--- src/sv/btlpm_pkg.sv ---
// Shared types and codes for the binary trie longest-prefix-match block.
// No dependencies.
`default_nettype none
package btlpm_pkg;

  // Width of the bit_count field
  localparam int BIT_COUNT_W = 6;

  // Request codes
  localparam logic REQ_INSERT = 1'b0;
  localparam logic REQ_LOOKUP = 1'b1;

  // Result status codes
  localparam logic STATUS_OK   = 1'b0;
  localparam logic STATUS_FULL = 1'b1;

  // Contents of one cell of the address bit chain
  typedef struct packed {
    logic live;
    logic addr_bit;
  } cell_t;

  // Control for every cell of the chain
  typedef struct packed {
    logic load;
    logic shift;
  } cell_ctl_t;

endpackage
`default_nettype wire

--- src/sv/btlpm_bit_cell.sv ---
// One cell of the address bit chain: holds one path bit and its live flag.
// Depends on btlpm_pkg.
`default_nettype none
module btlpm_bit_cell
  import btlpm_pkg::*;
(
  input  wire logic      clk,
  input  wire logic      rst,
  input  wire cell_ctl_t ctl,
  input  wire cell_t     load_val,
  input  wire cell_t     shift_in,
  output cell_t          bit_q
);

  // Load a new item, or take the neighbor's bit on each step
  always_ff @(posedge clk) begin
    if (rst) begin
      bit_q <= '0;
    end else if (ctl.load) begin
      bit_q <= load_val;
    end else if (ctl.shift) begin
      bit_q <= shift_in;
    end
  end

endmodule
`default_nettype wire

--- config.mk ---
export PLATFORM = sky130hd
export DESIGN_NAME = btlpm_bit_cell
export DESIGN_NICKNAME = d
export VERILOG_FILES = /design/src/sv/btlpm_pkg.sv /design/src/sv/btlpm_bit_cell.sv
export SDC_FILE = /design/constraint.sdc
export NUM_CORES = 1
export LEC_CHECK = 0
export BUFFER_PORTS_ARGS = -buffer_cell sky130_fd_sc_hd__buf_2
export CORE_AREA = 2 2 39 41
export CTS_CLUSTER_SIZE = 8
export DETAILED_ROUTE_END_ITERATION = 10
export DIE_AREA = 0 0 41 43
export GPL_ROUTABILITY_DRIVEN = 0
export SKIP_LAST_GASP = 1
export SLEW_MARGIN = 5
export SYNTH_ARGS = -nofsm -noshare
export SYNTH_HDL_FRONTEND = slang
export SYNTH_SLANG_ARGS = --single-unit
--- constraint.sdc ---
create_clock -name clk -period 0.9 [get_ports clk]
set_clock_uncertainty 0.1 [all_clocks]
set_input_delay 0.045 -clock clk [delete_from_list [all_inputs] [get_ports clk]]
set_output_delay 0.045 -clock clk [all_outputs]
set_load 0.1 [all_outputs]
==> impl_metrics.py <==
metrics = {
    "routing": {
        "wl_met2_um": 122,
        "topRoutingLayerUsed": "met3",
        "met3_length_um": 71,
        "detail_route.iter0.violations": 3,
        "via_per_inst": 3.13,
        "wirelength_met1_um": 104,
        "postRouteWirelength_um": 299,
        "postRouteAntennaNets": 0,
        "dr_total_vias": 119,
        "drt_pass1_iterations": 4,
        "route.detailed.wl_per_inst_um": 7.87,
        "route.detailed.drc": 0,
    },
    "timing": {
        "layout_setup_ws_ns": 0.0139,
        "fmax_mhz": 1130,
        "timing.max_slew.rel_slack": 0.878,
        "tmin_final_ns": 0.886,
        "hold_ws_ns": 0.00890,
        "timing_max_transition_violations_final": 0,
        "setup_viol": 0,
        "finalCritPeriodShare": 0.985,
        "hold_viol": 0,
        "grt_setup_unrepaired": "yes",
        "max_slew.worst_pin.slew_ns": 0.177,
    },
    "synth": {
        "synth_seq_cells": 2,
        "post_synth_instance_area_sq_um": 91.3,
        "synth.yosys.seq_area_share": 0.438,
        "synthArstFlopShare": 0,
        "synth_top_family_by_area": "multiplexers",
        "synth_xor_area_frac": 0,
        "synth-compound-area-share": 0.164,
        "synth-edff-count": 0,
        "synth_top_area_frac": 0.438,
        "post_synth_fa_ha_maj_area_fraction": 0,
        "muxShareOfSynthArea": 0.219,
        "synth-main-ff-cell": "sky130_fd_sc_hd__dfxtp_1",
        "yosys.cell_types.count": 5,
        "syn-num-nets": 17,
        "synth_largest_area_cell": "sky130_fd_sc_hd__dfxtp_1",
        "number_of_warnings_reported_in_the_yosys_synthesis_log": 0,
        "post_synth_most_frequent_cells": "sky130_fd_sc_hd__a211oi_1, sky130_fd_sc_hd__dfxtp_1, sky130_fd_sc_hd__mux2i_1, sky130_fd_sc_hd__nor2b_1, sky130_fd_sc_hd__inv_1",
        "yosys-top-cells-area": "sky130_fd_sc_hd__dfxtp_1, sky130_fd_sc_hd__mux2i_1, sky130_fd_sc_hd__a211oi_1",
        "postSynthCellCount": 9,
        "postSynthAreaPerCell_sq_um": 10.1,
        "synthSimpleGateAreaFrac": 0.137,
    },
    "finish": {
        "antennaDiodeCount": 0,
        "design_area_sq_um": 231,
        "multiInputGateArea_sq_um": 52.6,
        "largest_registers": "bit_q: 2 flops",
        "fillers": 150,
        "final-seq-area_sq_um": 47.5,
        "area_overhead_vs_synth_pct": 153,
        "layout_cell_share_with_drive_strength_beyond_1": 0.682,
        "design.final.nets": 32,
        "final_cell_count_without_fillers": 38,
        "max_flop_register": "bit_q",
        "largest_register_ff_count": 2,
    },
    "pwr": {
        "power.share.combinational": 0.278,
        "power.static_leakage_nw": 0.106,
        "power.share.clock": 0.478,
        "power_density_mw_per_mm2": 1810,
        "pwr-share-seq": 0.244,
        "cellInternalPower_mw": 0.292,
        "swShare": 0.304,
        "ir_worst_vdd_v": 0.000350,
        "total_power_consumption_of_the_routed_design_mw": 0.420,
        "power.net_switching_mw": 0.128,
    },
    "global_routing": {
        "grt_use_total": 0.0501,
        "via_count_of_the_first_global_routing_pass": 134,
        "overflow": 0,
        "number_of_antenna_violations_at_the_first_check_in_global_routing": 0,
        "grt_pass1_wl_um": 483,
        "maximum_number_of_pins_on_one_net_before_global_route_repair": 4,
    },
    "setup_path": {
        "cp-start-kind": "flip-flop",
        "critical_path.max_fanout": 2,
        "critical-path-max-stage-delay_ns": 0.35,
        "slowest_stage": "sky130_fd_sc_hd__dfxtp_4",
        "r2r_cells": 2,
        "crit_cells": 1,
        "timing.setup.critical_path_class": "flip-flop to output pin",
        "critPathBufInv": 1,
        "worstPathRequired_ns": 0.75,
        "critical_path_arrival_ns": 0.74,
        "cp-end-kind": "output pin",
        "crit_chain": "buf_12",
        "reg2reg_start": "bit_q[1]",
        "cp_top_family": "flip-flops",
        "critPathLaunch": "bit_q[0]",
    },
    "clock_network": {
        "cts_max_path_buffers": 2,
        "tritoncts_num_sinks": 2,
        "cts_tree": "built",
        "ctsRootBufferMaster": "sky130_fd_sc_hd__clkbuf_4",
        "cts_max_level": 1,
        "insertion_delay_ns": 0.23,
        "cts_inserted_buffers": 3,
        "cts.clk_slew.worst_paths_ns": 0.03,
    },
    "run_status": {
        "status": "finished clean",
    },
    "placed_design": {
        "port_buffers": 9,
        "preCtsSetupSlack_ns": 0.0813,
        "placed_cells_incl_taps": 34,
        "dpl_cell_area_sq_um": 194,
    },
    "worst_hold_path": {
        "hold-path-cell-count": 3,
        "worstHoldPathType": "primary input to flip-flop",
        "worst_hold_startpoint": "ctl[1]",
    },
    "floorplanning": {
        "floorplan.io_pins": 10,
        "dieWidth_um": 41,
        "core.rowCount": 14,
        "initial_core_util": 0.0660,
        "coreArea_sq_mm": 0.00138,
        "fp.dieArea_sq_mm": 0.00176,
        "floorplan.die.height_um": 43,
    },
    "flow_run": {
        "number_of_maximum_capacitance_constraint_violations": 0,
    },
}
## power by group through the flow
| stage | clock [mW] | combinational, mW | sequential (mW) |
|---|---|---|---|
| 2_1_floorplan | 0 | 0.0142 | 0.149 |
| 3_3_place_gp | 0 | 0.110 | 0.104 |
| 3_5_place_dp | 0 | 0.111 | 0.104 |
| 4_1_cts | 0.215 | 0.114 | 0.103 |
| 5_1_grt | 0.223 | 0.124 | 0.104 |
| 6_report | 0.201 | 0.117 | 0.102 |
## cells in the final DEF, fill, tap and decap left out, drive strengths merged
cell type	instances
a211oi	2
buf	9
clkbuf	3
dfxtp	2
dlygate4sd3	1
inv	1
mux2i	2
nor2b	2
## final cells by class
cell class	count	area share
Timing Repair Buffer	10	0.368
Multi-Input combinational cell	6	0.227
Inverter	1	0.0162
Tap cell	16	0.0865
Sequential cell	2	0.205
Clock buffer	3	0.0973
## worst min-delay path: cells and delay by family
kind / cells / cell delay [ns]
buf+inv: 2 / 0.19
compound gates: 1 / 0.07
## routing by layer
| metal | track usage | vias up |
|---|---|---|
| met5 | 0 | - |
| met4 | 0.100 | 0 |
| li1 | - | 58 |
| met1 | 0.0511 | 49 |
| met3 | 0.0209 | 0 |
| met2 | 0.0469 | 12 |
## metrics by stage
step | utilization | TNS (ns)
CTS | 0.164 | 0
finish | 0.167 | 0
global placement | 0.140 | 0
floorplan | - | -0.183
detailed placement | 0.140 | 0
global route | 0.167 | -0.0202
## worst paths after layout
| check | endpoint | slack [ns] |
|---|---|---|
| setup / recovery | bit_q[0] | 0.01 |
| hold / removal | bit_q[0] | 0.009 |
| setup reg to reg | bit_q[1] | 0.08 |
| hold reg to reg | bit_q[0] | 0.53 |
## cell families (layout without fill, tap and decap cells)
family          Yosys count  after routing
buf+inv                   1             14
compound gates            2              2
mux                       2              2
flops                     2              2
simple gates              2              2
## repair_timing
action	CTS	global route
buffers inserted	0	0
hold buffers	1	0
endpoints found under the hold margin	2	0
setup endpoints to repair	0	3
resized for setup	0	1
(Power assumes the default switching activity.)
