`config.mk`:
```
export PLATFORM = sky130hd
export DESIGN_NAME = btlpm_ram
export DESIGN_NICKNAME = d
export VERILOG_FILES = /design/src/sv/btlpm_ram.sv
export SDC_FILE = /design/constraint.sdc
export NUM_CORES = 1
export LEC_CHECK = 0
export ABC_AREA = 1
export BUFFER_PORTS_ARGS = -buffer_cell sky130_fd_sc_hd__buf_2
export CAP_MARGIN = 40
export CORE_UTILIZATION = 60
export CTS_CLUSTER_DIAMETER = 60
export CTS_CLUSTER_SIZE = 24
export DETAILED_ROUTE_END_ITERATION = 16
export PLACE_DENSITY = 0.78
export SYNTH_ARGS = -nofsm -noshare
export SYNTH_HDL_FRONTEND = slang
export SYNTH_SLANG_ARGS = --single-unit
```
`constraint.sdc`:
```
create_clock -name clk -period 1.6 [get_ports clk]
set_clock_uncertainty 0.15 [all_clocks]
set_input_delay 0.32 -clock clk [delete_from_list [all_inputs] [get_ports clk]]
set_output_delay 0.32 -clock clk [all_outputs]
set_load 0.01 [all_outputs]
```
`src/sv/btlpm_ram.sv`:
```
// Generic single-write, single-read RAM with registered read data.
// No dependencies.
`default_nettype none
module btlpm_ram #(
  parameter int WIDTH = 8,
  parameter int DEPTH = 16
) (
  input  wire logic                     clk,
  input  wire logic                     we,
  input  wire logic [$clog2(DEPTH)-1:0] waddr,
  input  wire logic [WIDTH-1:0]         wdata,
  input  wire logic                     re,
  input  wire logic [$clog2(DEPTH)-1:0] raddr,
  output logic      [WIDTH-1:0]         rdata
);

  logic [WIDTH-1:0] mem [DEPTH];

  // Write port and registered read port
  always_ff @(posedge clk) begin
    if (we) begin
      mem[waddr] <= wdata;
    end
    if (re) begin
      rdata <= mem[raddr];
    end
  end

endmodule
`default_nettype wire

```
==> results of run 1 <==
## worst paths after layout
| kind | start | endpoint | cells after the start |
|---|---|---|---|
| max | rdata[3]$_DFFE_PP_ | rdata[3] | 1 |
| min reg2reg | mem[10][7]$_DFFE_PP_ | rdata[7]$_DFFE_PP_ | 6 |
| min | wdata[7] | mem[13][7]$_DFFE_PP_ | 1 |
| max reg2reg | mem[15][5]$_DFFE_PP_ | rdata[5]$_DFFE_PP_ | 6 |
## Yosys cell counts (all sizes together)
library cell	number
buf	24
inv	102
nand2	173
nand3b	2
edfxtp	136
nand3	97
nor2	17
## metrics by stage
step	setup slack, ps	instances	utilization	area (um2)
2_1_floorplan	179	551	-	5850
3_3_place_gp	-115	711	0.668	6230
3_5_place_dp	-173	711	0.668	6230
4_1_cts	1.89	744	0.737	6870
5_1_grt	-11.9	744	0.737	6870
6_report	5.68	744	0.737	6870
## flip-flops by register name (all words and copies together) (netlist names)
signal  flops
mem       128
rdata       8
## per-layer routing
layer / share of wire / vias up / GRT usage
li1: - / 1888 / -
met3: 0.098 / 43 / 0.0804
met2: 0.47 / 236 / 0.445
met4: 0.036 / 0 / 0.154
met1: 0.40 / 1922 / 0.390
met5: 0 / - / 0
## what timing repair did
| item | in CTS | in global routing |
|---|---|---|
| endpoints found under the setup margin | 0 | 2 |
| setup buffers | 0 | 0 |
| hold buffers | 1 | 0 |
| gates resized for setup | 0 | 0 |
| hold endpoints to repair | 6 | 0 |
## power breakdown
| part | internal (mW) | switching [mW] |
|---|---|---|
| registers | 4.01 | 0.0242 |
| clock network | 2.70 | 1.51 |
| logic | 0.160 | 0.357 |
| total | 6.88 | 1.89 |
## logic make-up after synthesis
group         share of synthesized area
simple gates                      0.208
flops                             0.698
buf+inv                          0.0939
## cell type report
| cell class | count | area share |
|---|---|---|
| timing repair buffer | 56 | 0.0575 |
| tap | 129 | 0.0235 |
| sequential | 136 | 0.594 |
| multi-input combinational | 289 | 0.177 |
| clock inverter | 14 | 0.0319 |
| clock buffer | 18 | 0.0608 |
| inverter | 102 | 0.0557 |
==> qor.yml, run 1 <==
outcome: "completed"
syn_area_um2: 5850
multiInputGateArea_um2: 1210
total_power_mw: 8.77
cellPowerDensity_nw_per_um2: 1280
num_antenna_cells: 0
insertion_delay_ps: 540
drt_iter0_drc: 461
overflow: 0
detail-route-antenna-nets: 0
drv_cap: 0
peakVddDrop_v: 0.000791
cp_slowest_cell: "edfxtp_1"
clk_pin_slew_ps: 60
grt_max_degree: 56
regArea_um2: 4080
via_per_inst: 5.50
synth_area_leaders: "edfxtp_1 (70%), nand2_1 (11%), nand3_1 (8.3%)"
yosysTopAreaCell: "edfxtp_1"
synth_cells: 551
cts_max_level: 4
max_freq_mhz: 627
dr_total_vias: 4089
max_stage_delay_ps: 420
crit_family: "flip-flops"
setup_viol: 0
area_growth_pct: 17.6
setup_tns_ps: 0
grt_usage: 0.293
hold_path_class: "input pin to register"
gp_congestion: 0.860
cts-root-buf: "clkbuf_8"
die_h_um: 101
tightest_slew_ps: 601
syn_avg_cell_area_um2: 10.6
fin_nets: 621
initial_core_util: 0.627
chipWidth_um: 101
ys_warn_count: 0
timing.hold.ws_ps: 53.1
max-clock-path-buffers: 2
post-dp-hpwl_mm: 7.87
crit_required_ps: 1130
cts.sinks: 136
rrSetupSlack_ps: 150
final_common_cell: "nand2_1"
synth-seq-area-share: 0.698
finalCriticalPeriod_ps: 1590
drt_wl_total_mm: 13.5
timing.final.crit_share: 0.996
grt_pass1_vias: 3970
ios: 27
crit_chain: "buf_2"
dieArea_um2: 10100
start_kind: "register"
layout-drive-gt1-share: 0.141
port_buffers: 26
numCtsBuffers: 17
synth.ff_latch_count: 136
slew_headroom: 0.599
syn_nets: 570
rows: 35
crit_type: "register to output pin"
rsz0062_at_grt: "yes"
final_max_slew_viol_count: 0
critPathBufInv: 1
worstSetupEndpointType: "output pin"
grt_pass1_wl_mm: 21.0
p_leak_nw: 3.00
drcViolationCount: 0
synth_top_area_frac: 0.698
antenna_found_initial: 0
hold_viol_final: 0
fill_cells: 605
worstPathArrival_ps: 1120
core_area_um2: 9330
synth_cell_type_count: 11
dr.pass1.iters: 5
critPathMaxFanout: 1
wl_per_cell_um: 18.2
cts_tree: "done"
layout_common_cells: "nand2_1 (173), edfxtp_1 (136), inv_1 (100)"
No activity file was read; power rests on OpenSTA's default activity.
==> run 2: changes to the inputs <==
Settings changed: TNS_END_PERCENT set to 10.
Clock period 1.6 ns to 1.8 ns, I/O delays scaled along.
==> qor.yml, run 2 (synthesis gave the netlist of run 1 again) <==
p_leak_nw: 2.94  # -2.3%
grt_use_met3: 0.0700  # -0.0104
timing.final.crit_share: 0.888
antenna_found_initial: 0  # unchanged
grt_usage: 0.288  # -0.00560
worstPathArrival_ps: 1090  # -30 ps
crit_type: "register to output pin"
port_buffers: 26  # unchanged
finalCriticalPeriod_ps: 1600
r2r_end: "rdata[6]$_DFFE_PP_"
cp_slowest_cell: "edfxtp_1"
crit_family: "flip-flops"
hold_viol_final: 0  # unchanged
worstSetupEndpointType: "output pin"
reg2reg_depth: 6  # unchanged
setup_viol: 0  # unchanged
rrSetupSlack_ps: 510  # +360 ps
use_met1: 0.409  # +0.0182
total_power_mw: 7.38  # -16%
rsz0062_at_grt: "no"
largest_reg_flops: 128  # unchanged
overflow: 0  # unchanged
fin_nets: 613  # -1.3%
holdBufCountCts: 0  # -1
endpoint: "rdata[7]"
drv_cap: 0  # unchanged
insertion_delay_ps: 520  # -20 ps
cp.depth: 1  # unchanged
critPathMaxFanout: 1  # unchanged
slew_headroom: 0.590  # -0.00906
drt_wl_total_mm: 13.0  # -4.3%
timing.hold.ws_ps: 52.3  # -0.861 ps
max-clock-path-buffers: 2  # unchanged
cellPowerDensity_nw_per_um2: 1090  # -14%
rows: 35  # unchanged
cts.sinks: 136  # unchanged
die_h_um: 101  # unchanged
detail-route-antenna-nets: 0  # unchanged
max_stage_delay_ps: 400  # -20 ps
gp_congestion: 0.866  # +0.70%
cts_repair_resize_count: 0  # unchanged
cts-root-buf: "clkbuf_8"
hold_path_class: "input pin to register"
drt_iter0_drc: 580  # +26%
dieArea_um2: 10100  # unchanged
drcViolationCount: 0  # unchanged
cts_max_level: 4  # unchanged
cts_tree: "done"
initial_core_util: 0.627  # unchanged
final_common_cell: "nand2_1"
outcome: "completed"
worstReg2RegStart: "mem[2][6]$_DFFE_PP_"
tightest_slew_ps: 615  # +13.6 ps
final_max_slew_viol_count: 0  # unchanged
chipWidth_um: 101  # unchanged
start_kind: "register"
numCtsBuffers: 17  # unchanged
clk_pin_slew_ps: 60  # about the same
via_per_inst: 5.43  # -1.3%
crit_chain: "buf_2"
grt_pass1_wl_mm: 20.6  # -1.6%
area_growth_pct: 15.4
dp_slack_ps: 81.1  # +254 ps
cts_setup_buffers: 0  # unchanged
critPathBufInv: 1  # unchanged
post-dp-hpwl_mm: 7.79  # -1.1%
worst_slack_ps: 202  # +196 ps
dr_total_vias: 3988  # -2.5%
grt_max_degree: 65  # +16%
crit_required_ps: 1290  # +160 ps
wl_per_cell_um: 17.6  # -3.2%
max_freq_mhz: 626
layout_common_cells: "nand2_1 (173), edfxtp_1 (136), inv_1 (100)"
setup_tns_ps: 0  # unchanged
num_antenna_cells: 0  # unchanged
ios: 27  # unchanged
peakVddDrop_v: 0.000687  # -13%
top_register: "mem"
dr.pass1.iters: 7  # +2
layout-drive-gt1-share: 0.130  # -0.0111
grt_pass1_vias: 3847  # -3.1%
grtUsageMet2: 0.434  # -0.0111
reg_top3: "mem: 128 flops, rdata: 8 flops"
core_area_um2: 9330  # unchanged
crit_path_start: "rdata[7]$_DFFE_PP_"
busiest_layer: "met2"
## run 2: where the power goes
group	total, mW	internal, mW	switching (mW)	leakage, nW
Combinational	0.440	0.131	0.310	1.42
Sequential	3.59	3.57	0.0201	1.24
Clock	3.35	2.09	1.26	0.278
## run 2: per-layer routing
metal,routed length (um),part of all wire,vias up
met5,0,0,-
met4,218,0.017,0
met3,1350,0.10,23
met2,6090,0.47,247
met1,5300,0.41,1848
li1,-,-,1870
## run 2: how the worst min path moves through the flow
stage | startpoint | endpoint | cells after the start
3_3_place_gp | mem[10][0]$_DFFE_PP_ | rdata[0]$_DFFE_PP_ | 6
4_1_cts | re | rdata[6]$_DFFE_PP_ | 1
3_5_place_dp | mem[10][0]$_DFFE_PP_ | rdata[0]$_DFFE_PP_ | 6
2_1_floorplan | wdata[0] | mem[0][0]$_DFFE_PP_ | 0
5_1_grt | re | rdata[6]$_DFFE_PP_ | 1
6_report | re | rdata[6]$_DFFE_PP_ | 1
## run 2: layout make-up
class | instances | area, um2
multi-input combinational | 289 | 1210
inverter | 102 | 383
tap | 129 | 161
sequential | 136 | 4080
fill | 603 | 2580
clock inverter | 13 | 155
timing repair buffer | 48 | 333
clock buffer | 18 | 418
## run 2: stage by stage
stage                util  cell area (um2)  instances
detailed placement  0.662             6170        704
CTS                 0.723             6750        735
global route        0.723             6750        735
floorplan               -             5850        551
global placement    0.662             6170        704
finish              0.723             6750        735
